### src/rtl/core/ffha_pkg.sv
// Shared command codes and status bundle of the first-fit heap allocator.
package ffha_pkg;

   typedef logic [4:0] ffha_cmd_type;

   localparam ffha_cmd_type CMD_NONE    = 5'd0;
   localparam ffha_cmd_type CMD_CLEAR   = 5'd1;
   localparam ffha_cmd_type CMD_LOAD    = 5'd2;
   localparam ffha_cmd_type CMD_DECODE  = 5'd3;
   localparam ffha_cmd_type CMD_AREAD   = 5'd4;
   localparam ffha_cmd_type CMD_ACHECK  = 5'd5;
   localparam ffha_cmd_type CMD_AUNLINK = 5'd6;
   localparam ffha_cmd_type CMD_AWRBLK  = 5'd7;
   localparam ffha_cmd_type CMD_FREAD   = 5'd8;
   localparam ffha_cmd_type CMD_FCHECK  = 5'd9;
   localparam ffha_cmd_type CMD_IREAD   = 5'd10;
   localparam ffha_cmd_type CMD_IADV    = 5'd11;
   localparam ffha_cmd_type CMD_IMERGE1 = 5'd12;
   localparam ffha_cmd_type CMD_IMERGE2 = 5'd13;
   localparam ffha_cmd_type CMD_IWRG    = 5'd14;
   localparam ffha_cmd_type CMD_IWRIT   = 5'd15;
   localparam ffha_cmd_type CMD_RSP     = 5'd16;

   typedef struct packed {
      logic clr_last;
      logic is_free;
      logic pre_ok;
      logic cur_past;
      logic found;
      logic found_end;
      logic split;
      logic ins_stop;
      logic free_valid;
   } ffha_status_type;

endpackage

### src/rtl/core/ffha_ctrl.sv
// Sequencer of the first-fit heap allocator: walks, unlink, insert and result transfer.
module ffha_ctrl (
   input  logic                      clock,
   input  logic                      reset,
   input  logic                      req_valid,
   output logic                      req_stall,
   output logic                      rsp_valid,
   input  logic                      rsp_stall,
   input  ffha_pkg::ffha_status_type status,
   output ffha_pkg::ffha_cmd_type    cmd
);

   localparam logic [3:0] S_CLEAR   = 4'd0;
   localparam logic [3:0] S_IDLE    = 4'd1;
   localparam logic [3:0] S_DECODE  = 4'd2;
   localparam logic [3:0] S_AREAD   = 4'd3;
   localparam logic [3:0] S_ACHECK  = 4'd4;
   localparam logic [3:0] S_AUNLINK = 4'd5;
   localparam logic [3:0] S_AWRBLK  = 4'd6;
   localparam logic [3:0] S_FREAD   = 4'd7;
   localparam logic [3:0] S_FCHECK  = 4'd8;
   localparam logic [3:0] S_IWALK   = 4'd9;
   localparam logic [3:0] S_IADV    = 4'd10;
   localparam logic [3:0] S_IMERGE2 = 4'd11;
   localparam logic [3:0] S_IWRG    = 4'd12;
   localparam logic [3:0] S_IWRIT   = 4'd13;
   localparam logic [3:0] S_DONE    = 4'd14;

   logic [3:0] state_ff, state_in;
   logic       rsp_valid_ff, rsp_valid_in;
   logic       rsp_load;

   assign req_stall = (state_ff != S_IDLE);
   assign rsp_valid = rsp_valid_ff;
   assign rsp_load  = (state_ff == S_DONE) && (!rsp_valid_ff || !rsp_stall);

   always_comb begin
      state_in = state_ff;
      cmd      = ffha_pkg::CMD_NONE;
      case (state_ff)
         S_CLEAR: begin
            cmd = ffha_pkg::CMD_CLEAR;
            if (status.clr_last) state_in = S_IDLE;
         end
         S_IDLE: begin
            if (req_valid) begin
               cmd      = ffha_pkg::CMD_LOAD;
               state_in = S_DECODE;
            end
         end
         S_DECODE: begin
            cmd = ffha_pkg::CMD_DECODE;
            if (!status.pre_ok) state_in = S_DONE;
            else if (status.is_free) state_in = S_FREAD;
            else state_in = S_AREAD;
         end
         S_AREAD: begin
            if (status.cur_past) state_in = S_DONE;
            else begin
               cmd      = ffha_pkg::CMD_AREAD;
               state_in = S_ACHECK;
            end
         end
         S_ACHECK: begin
            cmd = ffha_pkg::CMD_ACHECK;
            if (status.found) state_in = status.found_end ? S_DONE : S_AUNLINK;
            else state_in = S_AREAD;
         end
         S_AUNLINK: begin
            cmd      = ffha_pkg::CMD_AUNLINK;
            state_in = S_AWRBLK;
         end
         S_AWRBLK: begin
            cmd      = ffha_pkg::CMD_AWRBLK;
            state_in = status.split ? S_IWALK : S_DONE;
         end
         S_FREAD: begin
            cmd      = ffha_pkg::CMD_FREAD;
            state_in = S_FCHECK;
         end
         S_FCHECK: begin
            cmd      = ffha_pkg::CMD_FCHECK;
            state_in = status.free_valid ? S_IWALK : S_DONE;
         end
         S_IWALK: begin
            if (status.ins_stop) begin
               cmd      = ffha_pkg::CMD_IMERGE1;
               state_in = S_IMERGE2;
            end else begin
               cmd      = ffha_pkg::CMD_IREAD;
               state_in = S_IADV;
            end
         end
         S_IADV: begin
            cmd      = ffha_pkg::CMD_IADV;
            state_in = S_IWALK;
         end
         S_IMERGE2: begin
            cmd      = ffha_pkg::CMD_IMERGE2;
            state_in = S_IWRG;
         end
         S_IWRG: begin
            cmd      = ffha_pkg::CMD_IWRG;
            state_in = S_IWRIT;
         end
         S_IWRIT: begin
            cmd      = ffha_pkg::CMD_IWRIT;
            state_in = S_DONE;
         end
         S_DONE: begin
            if (rsp_load) begin
               cmd      = ffha_pkg::CMD_RSP;
               state_in = S_IDLE;
            end
         end
         default: state_in = S_IDLE;
      endcase
   end

   always_comb begin
      rsp_valid_in = rsp_valid_ff;
      if (rsp_load) rsp_valid_in = 1'b1;
      else if (rsp_valid_ff && !rsp_stall) rsp_valid_in = 1'b0;
   end

   always_ff @(posedge clock) begin
      if (reset) begin
         state_ff     <= S_CLEAR;
         rsp_valid_ff <= 1'b0;
      end else begin
         state_ff     <= state_in;
         rsp_valid_ff <= rsp_valid_in;
      end
   end

   a_clear_blocks: assert property (@(posedge clock) disable iff (reset)
      (state_ff == S_CLEAR) |-> req_stall)
      else $error("request taken during clearing pass");

   a_accept_decode: assert property (@(posedge clock) disable iff (reset)
      (req_valid && !req_stall) |=> (state_ff == S_DECODE))
      else $error("accepted request not decoded");

   a_done_rsp: assert property (@(posedge clock) disable iff (reset)
      rsp_load |=> (rsp_valid_ff && state_ff == S_IDLE))
      else $error("result not presented after completion");

endmodule

### config.mk
export PLATFORM = sky130hd
export DESIGN_NAME = ffha_ctrl
export DESIGN_NICKNAME = d
export VERILOG_FILES = /design/src/rtl/core/ffha_pkg.sv /design/src/rtl/core/ffha_ctrl.sv
export SDC_FILE = /design/constraint.sdc
export NUM_CORES = 1
export LEC_CHECK = 0
export ABC_AREA = 1
export BUFFER_PORTS_ARGS = -buffer_cell sky130_fd_sc_hd__buf_2
export CORE_MARGIN = 2
export CORE_UTILIZATION = 40
export DETAILED_ROUTE_END_ITERATION = 10
export MAX_ROUTING_LAYER = met4
export PLACE_DENSITY = 0.66
export REMOVE_ABC_BUFFERS = 1
export SKIP_CTS_REPAIR_TIMING = 1
export SYNTH_ARGS = -nofsm -noshare
export SYNTH_HDL_FRONTEND = slang
export SYNTH_SLANG_ARGS = --single-unit
### constraint.sdc
create_clock -name clock -period 1.3 [get_ports clock]
set_clock_uncertainty 0.05 [all_clocks]
set_input_delay 0.065 -clock clock [delete_from_list [all_inputs] [get_ports clock]]
set_output_delay 0.065 -clock clock [all_outputs]
set_load 0.05 [all_outputs]
==> results_tabular.tex <==
\begin{tabular}{lr}
\hline
Metric & Value \\
\hline
\multicolumn{2}{l}{\textbf{Place}} \\
\quad Worst slack at placement & -138 ps \\
\quad \# port buffers & 19 \\
\quad Post-Place Cells & 150 \\
\quad Placer Congestion & 0.862 \\
\quad Post-detailed-placement cell area & 811 um\^{}2 \\
\quad Hpwl dp & 1.31 mm \\
\multicolumn{2}{l}{\textbf{Routing}} \\
\quad Avg Vias per Cell & 5.05 \\
\quad DR iter-0 viols & 21 \\
\quad Remaining antenna violation count & 0 \\
\quad Remaining routing DRC violations & 0 \\
\quad Initial DRT Pass Iterations & 4 \\
\quad Detailed-route wire length & 1.88 mm \\
\quad Total vias in the final route & 823 \\
\quad Average wire per cell in the routed design & 11.5 um \\
\multicolumn{2}{l}{\textbf{Synthesis}} \\
\quad Library cell with the largest summed area after synthesis & sky130\_fd\_sc\_hd\_\_nand2\_1 \\
\quad Seq/Total Area, Yosys & 17.1\% \\
\quad Post-synthesis sequential element count & 5 \\
\quad Avg Synthesized Cell Area & 5.79 um\^{}2 \\
\quad Synthesized cell area & 584 um\^{}2 \\
\quad Gate count after technology mapping & 101 \\
\quad Fraction of post-synthesis cell area in the top cell type by area & 19.9\% \\
\quad Unique cell type count in the Yosys netlist & 23 \\
\quad Synth warn & 0 \\
\quad Biggest area contributors in the synthesized netlist & sky130\_fd\_sc\_hd\_\_nand2\_1 20\%, sky130\_fd\_sc\_hd\_\_dfxtp\_1 17\%, sky130\_fd\_sc\_hd\_\_nor2\_1 8.4\%, sky130\_fd\_sc\_hd\_\_nor2\_4 7.7\%, sky130\_fd\_sc\_hd\_\_nand3\_1 6.9\% \\
\multicolumn{2}{l}{\textbf{Worst setup path}} \\
\quad Critical Path Max Stage Delay & 380 ps \\
\quad Kind of start point of the critical path & flip-flop \\
\quad Endpoint required time on the critical path & 1190 ps \\
\quad Arrival time worst endpoint & 1400 ps \\
\quad Biggest fanout along the worst timing path & 5 \\
\quad Series of cell instances along the critical path & inv\_4 -> nor2\_4 -> nand2\_2 -> o21ai\_1 -> nor2\_1 -> o31ai\_2 -> buf\_6 \\
\quad Crit-path slowest cell & sky130\_fd\_sc\_hd\_\_dfxtp\_4 \\
\quad Critical Path Sink Type & output port \\
\quad Type of the worst setup path & flip-flop to output port \\
\multicolumn{2}{l}{\textbf{Global route}} \\
\quad Aggregate global-route resource usage & 20.8\% \\
\quad Overflow after GRT & 0 \\
\quad Via count of the first global-routing pass & 713 \\
\quad Global-route wire length before repair & 2.85 mm \\
\quad Largest net degree at the start of global routing & 9 \\
\quad Number of antenna violations at the first check in global routing & 0 \\
\multicolumn{2}{l}{\textbf{Clock tree}} \\
\quad TritonCTS Buffers & 3 \\
\quad Insertion delay of the later-clocked pin in the worst-skew pair & 240 ps \\
\quad Buffer type at the clock tree root & sky130\_fd\_sc\_hd\_\_clkbuf\_4 \\
\quad Clk buf depth & 2 \\
\quad TritonCTS clock tree & built \\
\quad Number of sinks driven by the clock tree & 5 \\
\quad Clock-pin slew reported for the worst setup and hold paths after clock tree synthesis & 40 ps \\
\quad Number of H-tree branching levels & 1 \\
\multicolumn{2}{l}{\textbf{Finish}} \\
\quad Most common cell after layout, fill and taps aside & sky130\_fd\_sc\_hd\_\_nand2\_1 \\
\quad Area occupied by registers & 115 um\^{}2 \\
\quad Leading cell types in the layout, fill and taps excluded & 25 x sky130\_fd\_sc\_hd\_\_nand2\_1, 20 x sky130\_fd\_sc\_hd\_\_buf\_4, 13 x sky130\_fd\_sc\_hd\_\_buf\_2 \\
\quad Antenna diode count & 0 \\
\quad Net count reported at finish & 162 \\
\quad Final-layout fill cell count & 94 \\
\quad Final cell area excluding filler cells & 1070 um\^{}2 \\
\quad Layout cell share with drive strength beyond 1 & 60.8\% \\
\quad Multi-input gate area in the final layout & 519 um\^{}2 \\
\quad Filler-free cell count of the finished design & 163 \\
\quad Area growth syn-to-layout & 82.4\% \\
\multicolumn{2}{l}{\textbf{Power and ir drop}} \\
\quad PwrDens & 2310 nW/um\^{}2 \\
\quad Static leakage & 0.000530 uW \\
\quad Peak supply drop & 1.50 mV \\
\multicolumn{2}{l}{\textbf{Die}} \\
\quad Die area & 1780 um\^{}2 \\
\quad Vertical die dimension & 42.2 um \\
\quad Chip width & 42.2 um \\
\quad Number of core rows & 13 \\
\quad Initial Util & 43.8\% \\
\quad I/O pin total & 20 \\
\quad Core outline area & 1330 um\^{}2 \\
\multicolumn{2}{l}{\textbf{Timing}} \\
\quad Achievable clock frequency & 0.661 GHz \\
\quad Final worst path period share & 116\% \\
\quad Final setup fails & 8 \\
\quad Hold Fails Final Rpt & 0 \\
\quad Setup ws final & -212 ps \\
\quad Min Tclk post-route & 1510 ps \\
\quad RSZ-0062 raised after global routing & yes \\
\quad Worst Max-Slew Pin Slew & 359 ps \\
\quad Max transition margin & 76.0\% \\
\quad Number of max-slew violations in the final report & 0 \\
\multicolumn{2}{l}{\textbf{Worst hold path}} \\
\quad Path class of the lowest-slack min-delay path & input port to flip-flop \\
\multicolumn{2}{l}{\textbf{Run status}} \\
\quad Status & finished with violations \\
\quad Violations in the final reports & negative setup slack \\
\multicolumn{2}{l}{\textbf{Run}} \\
\quad Max-capacitance violation count & 0 \\
\hline
\end{tabular}
## metrics by stage
step	utilization (%)	total power (uW)	TNS (ps)	hold WS [ps]
after floorplan	-	1270	-2220	77.4
after global placement	60.8	1740	-664	240
after detailed placement	60.8	1750	-692	249
after CTS	62.8	1930	-2160	-3.71
after global routing	79.9	2650	-1520	7.86
final	79.9	2460	-876	1.90
## power by group
part	total, uW	leakage (uW)	switching, uW	internal [uW]
logic	1910	0.000472	1050	853
registers	372	0.0000436	136	236
clock network	183	0.0000150	66.3	116
## flip-flops by register name, summed over array words and instances, names as in the netlist
register and flops:
rsp_valid 1, state_ff 4
## path summary, 6_finish.rpt
check / from / endpoint / slack, ps / cells past startpoint
hold reg to reg: rsp_valid / rsp_valid / 520 / 2
setup / recovery: state_ff[0] / cmd[1] / -210 / 7
hold / removal: reset / state_ff[1] / 2 / 2
setup reg to reg: state_ff[0] / state_ff[1] / -60 / 10
## routing by layer
layer | part of all wire, % | global-route usage (%)
met2 | 48 | 32.0
met3 | 5.6 | 1.72
met5 | 0 | -
met1 | 45 | 27.6
met4 | 0.85 | 9.38
## cells in the mapped netlist, drive strengths merged
cell,n
a211oi,1
inv,11
o21ai,4
nor2,21
o31ai,1
nand2,34
dfxtp,5
nand3b,1
a31oi,1
clkinv,1
o2111ai,1
nand3,10
a21oi,8
nor3,2
## layout make-up
cell class | instances | share of cell area [%]
repair buffers | 43 | 31.1
flip-flops and latches | 5 | 10.8
well taps | 15 | 1.76
inverters | 12 | 5.16
clock buffers | 4 | 2.46
multi-input cells | 84 | 48.7
## critical path, delay by kind of cell (launching register included)
family                 cells  cell delay (ps)
buffers and inverters      2              240
DFF                        1              380
AOI/OAI and AO/OA          2              200
and+or+nand+nor            3              320
## cells by family (layout without fill, tap and decap cells)
kind of cell / count (synthesis) / count (layout) / share of synthesized area [%]
and+or+nand+nor: 68 / 68 / 58.5
AOI/OAI and AO/OA: 16 / 16 / 16.7
buffers and inverters: 12 / 59 / 7.71
DFF: 5 / 5 / 17.1
Power figures use the tool's default switching activity.
